===== src/rtl/dcm_pkg.sv =====
// Shared constants and types for the dimmer channel level mixer.
// No dependencies.
`default_nettype none

package dcm_pkg;

  localparam int CHANNELS      = 8;
  localparam int UNIVERSE_SIZE = 512;
  localparam int LANES         = 8;

  localparam int ADDR_W = 9;
  localparam int LVL_W  = 8;
  localparam int WORD_W = LANES * LVL_W;

  typedef logic [ADDR_W-1:0] addr_t;
  typedef logic [LVL_W-1:0]  level_t;
  typedef logic [WORD_W-1:0] word_t;
  typedef logic [1:0]        phase_t;
  typedef logic [2:0]        chase_t;

  localparam phase_t PH_UP   = 2'd0;
  localparam phase_t PH_DOWN = 2'd1;
  localparam phase_t PH_NEXT = 2'd2;

  localparam addr_t  ADDR_CHASE = 9'd256;
  localparam level_t LVL_FULL   = 8'd255;
  localparam level_t LVL_TOP_DN = 8'd254;

  typedef struct packed {
    addr_t addr;
    word_t local_lv;
    word_t dmx_lv;
    logic  dmx_ok;
  } beat_t;

endpackage

`default_nettype wire


===== src/rtl/dcm_core.sv =====
// Level merge, test patterns and fade generator with the held channel state.
// Depends on dcm_pkg.
`default_nettype none

module dcm_core
  import dcm_pkg::*;
(
  input  wire        clk,
  input  wire        rst_n,
  input  wire        fire,
  input  wire        test_mode,
  input  wire beat_t beat,
  output word_t      levels_nxt
);

  level_t held_r   [LANES];
  level_t held_nxt [LANES];
  level_t fade_r, fade_nxt;
  phase_t phase_r, phase_nxt;
  chase_t chase_r, chase_nxt;

  phase_t ph_mid;
  chase_t chase_inc;
  logic   is_chase;
  logic   is_fade;
  logic   is_zero;

  assign is_chase  = (beat.addr == ADDR_CHASE);
  assign is_fade   = beat.addr[ADDR_W-1];
  assign is_zero   = (beat.addr == '0);
  assign chase_inc = chase_r + 3'd1;

  always_comb begin
    for (int k = 0; k < LANES; k++) begin
      level_t l;
      level_t d;
      l = beat.local_lv[k*LVL_W +: LVL_W];
      d = beat.dmx_lv[k*LVL_W +: LVL_W];
      held_nxt[k] = held_r[k];
      if (k < CHANNELS) begin
        if (test_mode) begin
          if (is_chase) begin
            held_nxt[k] = (chase_r == 3'(k)) ? fade_r : '0;
          end else if (is_fade) begin
            held_nxt[k] = beat.addr[k] ? fade_r : '0;
          end else if (is_zero) begin
            held_nxt[k] = l;
          end else begin
            held_nxt[k] = beat.addr[k] ? LVL_FULL : '0;
          end
        end else if (beat.dmx_ok) begin
          if (({1'b0, beat.addr} + 10'(k)) < 10'(UNIVERSE_SIZE)) begin
            held_nxt[k] = (d > l) ? d : l;
          end
        end else begin
          held_nxt[k] = l;
        end
      end else begin
        held_nxt[k] = '0;
      end
      levels_nxt[k*LVL_W +: LVL_W] = held_nxt[k];
    end
  end

  always_comb begin
    chase_nxt = chase_r;
    ph_mid    = phase_r;
    if (test_mode && is_fade && phase_r == PH_NEXT) begin
      ph_mid = PH_UP;
      if (is_chase) begin
        chase_nxt = ({1'b0, chase_inc} >= 4'(CHANNELS)) ? 3'd0 : chase_inc;
      end
    end
    fade_nxt  = fade_r;
    phase_nxt = ph_mid;
    if (test_mode) begin
      unique case (ph_mid)
        PH_UP: begin
          if (fade_r == LVL_FULL) begin
            fade_nxt  = LVL_TOP_DN;
            phase_nxt = PH_DOWN;
          end else begin
            fade_nxt = fade_r + 8'd1;
          end
        end
        PH_DOWN: begin
          if (fade_r == '0) begin
            phase_nxt = PH_NEXT;
          end else begin
            fade_nxt = fade_r - 8'd1;
          end
        end
        PH_NEXT: begin
          fade_nxt = '0;
        end
        default: begin
          fade_nxt = fade_r;
        end
      endcase
    end
  end

  always_ff @(posedge clk) begin
    if (!rst_n) begin
      for (int k = 0; k < LANES; k++) begin
        held_r[k] <= '0;
      end
      fade_r  <= '0;
      phase_r <= PH_UP;
      chase_r <= '0;
    end else if (fire) begin
      for (int k = 0; k < LANES; k++) begin
        held_r[k] <= held_nxt[k];
      end
      fade_r  <= fade_nxt;
      phase_r <= phase_nxt;
      chase_r <= chase_nxt;
    end
  end

endmodule

`default_nettype wire


===== src/rtl/dimmer_channel_level_mixer_top.sv =====
// Top level of the dimmer channel level mixer: input register, mixer core,
// result register. Depends on dcm_pkg and dcm_core.
`default_nettype none

// One beat per refresh tick goes in, one beat of eight packed channel levels
// comes out. A beat is taken every cycle while in_ready is high; the result
// passes through the input register, then the result register. A stalled
// result register holds the input register, which then holds in_ready low.
// The core state (held levels, fade level and phase, chase index) advances
// as a beat moves from the input register into the result register, so
// results come out strictly in input order. Write test_mode only while no
// beat is in flight.
module dimmer_channel_level_mixer_top
  import dcm_pkg::*;
(
  input  wire         clk,
  input  wire         rst_n,
  input  wire         cfg_we,
  input  wire         cfg_wdata,
  input  wire         in_valid,
  output logic        in_ready,
  input  wire  [8:0]  in_switch_address,
  input  wire  [63:0] in_local_levels,
  input  wire  [63:0] in_dmx_levels,
  input  wire         in_dmx_valid,
  output logic        out_valid,
  input  wire         out_ready,
  output logic [63:0] out_channel_levels
);

  logic  test_mode_r;
  logic  s1_v_r;
  beat_t s1_r;
  logic  out_v_r;
  word_t out_r;
  word_t levels_nxt;
  logic  fire;

  assign fire     = s1_v_r && (!out_v_r || out_ready);
  assign in_ready = !s1_v_r || fire;

  always_ff @(posedge clk) begin
    if (!rst_n) begin
      test_mode_r <= 1'b0;
      s1_v_r      <= 1'b0;
      out_v_r     <= 1'b0;
    end else begin
      if (cfg_we) begin
        test_mode_r <= cfg_wdata;
      end
      if (in_ready) begin
        s1_v_r <= in_valid;
      end
      if (fire) begin
        out_v_r <= 1'b1;
      end else if (out_ready) begin
        out_v_r <= 1'b0;
      end
    end
  end

  always_ff @(posedge clk) begin
    if (in_ready && in_valid) begin
      s1_r.addr     <= in_switch_address;
      s1_r.local_lv <= in_local_levels;
      s1_r.dmx_lv   <= in_dmx_levels;
      s1_r.dmx_ok   <= in_dmx_valid;
    end
    if (fire) begin
      out_r <= levels_nxt;
    end
  end

  dcm_core u_core (
    .clk        (clk),
    .rst_n      (rst_n),
    .fire       (fire),
    .test_mode  (test_mode_r),
    .beat       (s1_r),
    .levels_nxt (levels_nxt)
  );

  assign out_valid          = out_v_r;
  assign out_channel_levels = out_r;

endmodule

`default_nettype wire

===== config.mk =====
export PLATFORM = sky130hd
export DESIGN_NAME = dimmer_channel_level_mixer_top
export DESIGN_NICKNAME = d
export VERILOG_FILES = /design/src/rtl/dcm_pkg.sv /design/src/rtl/dcm_core.sv /design/src/rtl/dimmer_channel_level_mixer_top.sv
export SDC_FILE = /design/constraint.sdc
export NUM_CORES = 1
export LEC_CHECK = 0
export BUFFER_PORTS_ARGS = -buffer_cell sky130_fd_sc_hd__buf_2
export CAP_MARGIN = 0
export CELL_PAD_IN_SITES_DETAIL_PLACEMENT = 0
export CELL_PAD_IN_SITES_GLOBAL_PLACEMENT = 1
export CORE_ASPECT_RATIO = 2
export CORE_MARGIN = 2
export CORE_UTILIZATION = 45
export CTS_CLUSTER_DIAMETER = 120
export CTS_CLUSTER_SIZE = 10
export DETAILED_ROUTE_END_ITERATION = 8
export PLACE_DENSITY_LB_ADDON = 0.1
export REMOVE_ABC_BUFFERS = 1
export SYNTH_ARGS = -nofsm -noshare
export SYNTH_HDL_FRONTEND = slang
export SYNTH_SLANG_ARGS = --single-unit
export TNS_END_PERCENT = 1

===== constraint.sdc =====
create_clock -name clk -period 6.37 [get_ports clk]
set_input_delay 1.911 -clock clk [delete_from_list [all_inputs] [get_ports clk]]
set_output_delay 1.911 -clock clk [all_outputs]
set_load 0.005 [all_outputs]

After elaboration in Yosys (flattened, before gate mapping)
Memory sizes are Yosys's and may differ from the RTL's.
Cells that the tools add are included.
{ "totals": {"output_inout_bits": 66, "in_bits": 144, "memories": 1, "register_bits": 218, "elab_cells": 177, "ramBits": 64} }
{ "memory_table": {"columns": ["memory", "depth", "word_bits", "read_ports", "rd_ports_with_merged_regs", "write_ports", "line", "text"], "rows": [
  ["u_core.held_r", 8, 8, 8, 0, 8, "dcm_core.sv:16", "level_t held_r [LANES];"]
]} }
{ "op_classes": {"mux": 102, "n_eq_ne": 13, "addsub": 10, "n_lt_le_gt_ge": 16, "n_reduce_logical": 16, "n_bitwise": 8} }
{ "op_table": {"columns": ["operator", "count"], "rows": [
  ["$mux W8", 90],
  ["$lt A10 B10 Y1 const B", 7],
  ["$gt A8 B8 Y1", 8],
  ["$add A9 B3 Y10 const B", 4],
  ["$pmux W8 S3", 1],
  ["$add A9 B2 Y10 const B", 2],
  ["$eq A3 B3 Y1 const B", 4],
  ["$add A9 B1 Y10 const B", 1],
  ["$lt A9 B10 Y1 const B", 1],
  ["$eq A9 B9 Y1 const B", 1],
  ["$logic_not A9 Y1", 1],
  ["$add A8 B1 Y8 const B", 1],
  ["$eq A8 B8 Y1 const B", 1],
  ["$logic_not A8 Y1", 1],
  ["$mux W2", 4],
  ["$or A1 B1 Y1", 8],
  ["$sub A8 B1 Y8 const B", 1],
  ["$eq A3 B2 Y1 const B", 2],
  ["$mux W1", 6],
  ["$eq A2 B2 Y1 const B", 2],
  ["$logic_and A1 B1 Y1", 4],
  ["$pmux W2 S2", 1],
  ["$reduce_and A4 Y1", 1],
  ["$add A3 B1 Y3 const B", 1],
  ["other kinds (10)", 12]
]} }

Logic depth before layout (Yosys ltp)
{ "logic_depth": {"word_depth": 7, "ltp_mapped": 10, "mapped_depth_nobuf": 8} }

By module
From an unflattened synthesis, not the netlist that was laid out.
{ "unflattened": {"hier_cells": 1305, "hier_area_um2": 14712.9} }
{ "modules_own_cells": {"columns": ["mod", "instances", "area_per_inst_um2", "seq_area_each_um2", "cells_each"], "rows": [
  ["dcm_core", 1, 8506.9, 1941.9, 1091],
  ["dimmer_channel_level_mixer_top", 1, 6206.0, 6125.9, 214]
]} }

Worst setup path before layout
Ideal clock, no wire load.
{ "synth_path": {"kind": "in2reg", "start": "input out_ready", "end": "register s1_r[0] in the netlist's numbering, enable pin", "path_buffers": 0, "path_slack_ps": 630, "setup_ps": 513, "t_required_ps": 5857, "stages": 3, "t_arrival_ps": 5227, "path_cell_list": "nor2b_1 -> nand2_1 -> and2_1"} }
{ "synth_between": {"elab_chain_len": 4} }
{ "synth_lines": {"columns": ["item", "line", "text"], "rows": [
  ["start: declaration", "dimmer_channel_level_mixer_top.sv:27", "input wire out_ready,"],
  ["$logic_or A1 B1 Y1", "dimmer_channel_level_mixer_top.sv:39", "assign fire = s1_v_r && (!out_v_r || out_ready);"],
  ["$logic_and A1 B1 Y1", "dimmer_channel_level_mixer_top.sv:39", null],
  ["$logic_or A1 B1 Y1", "dimmer_channel_level_mixer_top.sv:40", "assign in_ready = !s1_v_r || fire;"],
  ["named net in_ready", "dimmer_channel_level_mixer_top.sv:21", "output logic in_ready,"],
  ["$logic_and A1 B1 Y1", "dimmer_channel_level_mixer_top.sv:63", "if (in_ready && in_valid) begin"],
  ["end: declaration", "dimmer_channel_level_mixer_top.sv:33", "beat_t s1_r;"]
]} }
The timed path passes the listed nets, and every way through them passes these cells.
A chain may end at the register's enable or synchronous reset.

Worst setup path after layout
{ "layout_path": {"start": "input out_ready", "end": "output in_ready"} }
{ "layout_between": {"elab_chain_len": 3} }
{ "layout_lines": {"columns": ["item", "line"], "rows": [
  ["$logic_or A1 B1 Y1", "dimmer_channel_level_mixer_top.sv:39"],
  ["$logic_and A1 B1 Y1", "dimmer_channel_level_mixer_top.sv:39"],
  ["$logic_or A1 B1 Y1", "dimmer_channel_level_mixer_top.sv:40"],
  ["end: declaration", "dimmer_channel_level_mixer_top.sv:21"]
]} }
No other way between the ends.

==> summary.md <==
| Metric | Value |
|---|---|
| Fin cells | between 1500 and 2000 |
| Synth top area cells | edfxtp_1, ha_1, a21oi_1 |
| Post-synth ARST share | 0 |
| WHS Path Cells | 2 |
| Rel. slew slack | 0.265 |
| Clk root buf | clkbuf_16 |
| GRT Overall Usage | 0.264 |
| CP startpoint | out_ready |
| Yosys cell types | 71 |
| CTS tree | done |
| Worst R2R Start | s1_r[134] |
| YS warnings | 0 |
| Status | finished, final reports clean |
| Setup slack, reg-to-reg | around 2.9 ns |
| Commonest cells post-synth | edfxtp_1, inv_1, nor2_1 |
| Drt first pass iters | 7 |
| Min Tclk post-route | between 4 and 5 ns |
| WL final | approximately 45000 um |
| Synth-to-Final Area Change | 16.1% |
| RSZ-0062 raised after global routing | no |
| Vias per std cell | around 6.0 |
| H-tree depth | 1 |
| Cell Chain, Critical Path | buf_2, nor2b_1, nand2_1, buf_2 |
| Mapped Area | roughly 0.015 mm2 |
| Fmax | about 0.22 GHz |
| Gpl congestion | slightly above 0.9 |
| Top cell type's share of synthesized area | 0.533 |
| Hold slack | approximately 0.54 ns |
| Cell repeated most along the worst path | buf_2 |
| Layout cells sized above 1 | 0.190 |
| Chip height | approximately 260 um |
| Initial antenna violation count | 1 |
| Final nets | ~1700 |
| Setup CP Type | primary input to output pin |
| Largest area contributor in the synthesized netlist | edfxtp_1 |
| #FFs+latches synth | 274 |
| Final hold violations | 0 |
| Initial core utilization | 0.454 |
| Post-CTS setup buffer count | 0 |
| Worst reg2reg endpoint | u_core.held_r[1][22] |
| CTS Buffer Depth | 3 |
| Core area | 0.0320 mm2 |
| Ys flop type | edfxtp_1 |
| DR WL/cell | between 20 and 25 um |
| DRT antenna net count | 0 |
| Number of global-route vias before repair | approximately 12000 |
| Via Count | 11600 |
| PortBufs | roughly 210 |
| Antenna diodes | 0 |
| DPL Wire Length | 31300 um |
| CTS sink count | approximately 270 |
| Critical Path End Type | output pin |
| Worst Path Required | roughly 4.5 ns |
| Worst path bufs/invs | 2 |
| PD cells | 258 mW/mm2 |
| Layout Skew | roughly 0.028 ns |
| Worst Hold Endpoint | u_core.phase_r[1] |
| I/O pins | 210 |
| Final TNS setup | 0 ns |
| Most frequent cell after synthesis | edfxtp_1 |
| Die width | 131 um |
| CP max stage delay | around 0.33 ns |
| Row count | just over 90 |
| Number of flops mapped to enable cells by yosys | between 200 and 300 |
| Critical-path top delay cell | nor2b_1 |
| Synth Area per Inst | around 11 um2 |
| Post-synthesis instance total | 1301 |
| Worst setup SP type | primary input |
| DRC | 0 |
| HP Class | flop to flop |
| Skew-Pair Late Insertion Delay | 0.58 ns |
| Max Slew Vio Count | 0 |
| Final critical-path share of the clock period | 0.715 |
| CTS Buf Count | 31 |
| Peak VDD IR | 0.207 mV |
| Setup Viol. Count Final | 0 |
| DR iter-0 viols | about 840 |
| Post-route setup slack | ~1.8 ns |
| Placed insts | between 1500 and 2000 |
| HP Start | u_core.phase_r[1] |
| Pre-CTS setup slack | between 1.5 and 2 ns |
| Die area | around 0.034 mm2 |
| Grt total ovfl | 0 |
| Sequential area share after synthesis | 0.555 |
| Pleak | approximately 0.0065 uW |
| First-pass GRT wire length | between 60000 and 70000 um |
| Critical Path Fanout Max | 3 |
| Post-cts resize count | 0 |
| Clock transition at path regs | about 0.060 ns |
| Critical path arrival | 2.65 ns |
| CP delay by family, top | simple AND/OR/NAND/NOR gates |
| Max cap viols | 0 |
| Cts hold-fix bufs | 0 |
| Register-to-Register Path Depth | 6 |
| Pin count of the biggest net entering global routing | 74 |
| Tightest Pin Transition | 1.09 ns |
-- placed cells by master, fill, tap and decap left out, types with 9 or more instances in the layout --
| master | n |
|---|---|
| nand3_1 | 13 |
| a211oi_1 | 22 |
| mux2i_1 | 34 |
| a21oi_1 | 88 |
| clkbuf_1 | 25 |
| a221o_1 | 25 |
| clkbuf_16 | 31 |
| nor4_1 | 12 |
| o211ai_1 | 28 |
| nor3_1 | 43 |
| nand4_1 | 15 |
| nor2b_1 | 14 |
| buf_2 | 209 |
| o221ai_1 | 10 |
| a221oi_1 | 34 |
| edfxtp_1 | 258 |
| ha_1 | 74 |
| o21ai_0 | 70 |
| and2_1 | 13 |
| inv_1 | 100 |
| a311oi_1 | 9 |
| nor2_1 | 91 |
| dfxtp_1 | 15 |
| nand2b_1 | 9 |
| buf_4 | 12 |
| o31ai_1 | 10 |
| nand2_1 | 88 |
| o22ai_1 | 22 |
| a31oi_1 | 35 |
-- final cells by class --
class	instances	area (um2)
clock buffer	56	870
clock inverter	2	17.5
fill	2901	15100
inverter	101	379
multi-input combinational	860	5850
sequential	274	8070
tap	427	534
timing repair buffer	222	1160
-- state kept, by name, indices dropped and copies added, names as in the netlist --
| signal | flops |
|---|---|
| s1_r | 138 |
| out_channel_levels | 64 |
| u_core.held_r | 56 |
| u_core.fade_r | 8 |
| u_core.chase_r | 3 |
| u_core.phase_r | 2 |
| out_valid | 1 |
| s1_v_r | 1 |
| test_mode_r | 1 |
-- cells by family (layout without fill, tap and decap cells) --
family,after synthesis,after routing,share of synthesized area
compound gates,412,412,0.193
flops,274,274,0.555
xor+xnor,1,1,0.000603
buf+inv,167,381,0.0453
simple gates,330,330,0.111
mux,43,43,0.0312
fa+ha+maj,74,74,0.0637
-- routing by layer --
layer / global-route usage / vias to the layer above / wire length (um)
li1: - / 5439 / -
met1: 0.289 / 5629 / 16400
met2: 0.495 / 409 / 24400
met3: 0.0292 / 114 / 2110
met4: 0.120 / 2 / 2050
met5: 0 / - / 14
-- worst reg2reg max path, cell delays in order (launching register included) --
cell and delay (ns):
edfxtp_1 0.59, or4_4 0.65, a2111oi_0 0.81, o21ai_1 0.44, nor2_2 0.42, a31oi_1 0.17, o32ai_1 0.19
-- where the power goes --
group          total, uW  switching [uW]  internal, uW
Combinational        541             336           205
Clock               1630             720           911
Sequential          2190            70.6          2110
-- worst max-delay path by stage --
stage / end / cells past startpoint / slack (ns)
3_3_place_gp: in_ready / 4 / 1.81
3_5_place_dp: in_ready / 4 / 1.81
6_report: in_ready / 4 / 1.81
2_1_floorplan: s1_r[0] / 3 / 0.63
5_1_grt: in_ready / 4 / 1.77
4_1_cts: in_ready / 4 / 1.80
-- metrics by stage --
step,util,cell area [um2],power (uW)
6_report,0.527,16900,4360
4_1_cts,0.527,16900,4400
3_3_place_gp,0.500,16000,2760
3_5_place_dp,0.500,16000,2760
5_1_grt,0.527,16900,4520
2_1_floorplan,-,14300,2530
Power figures use the tool's default switching activity.
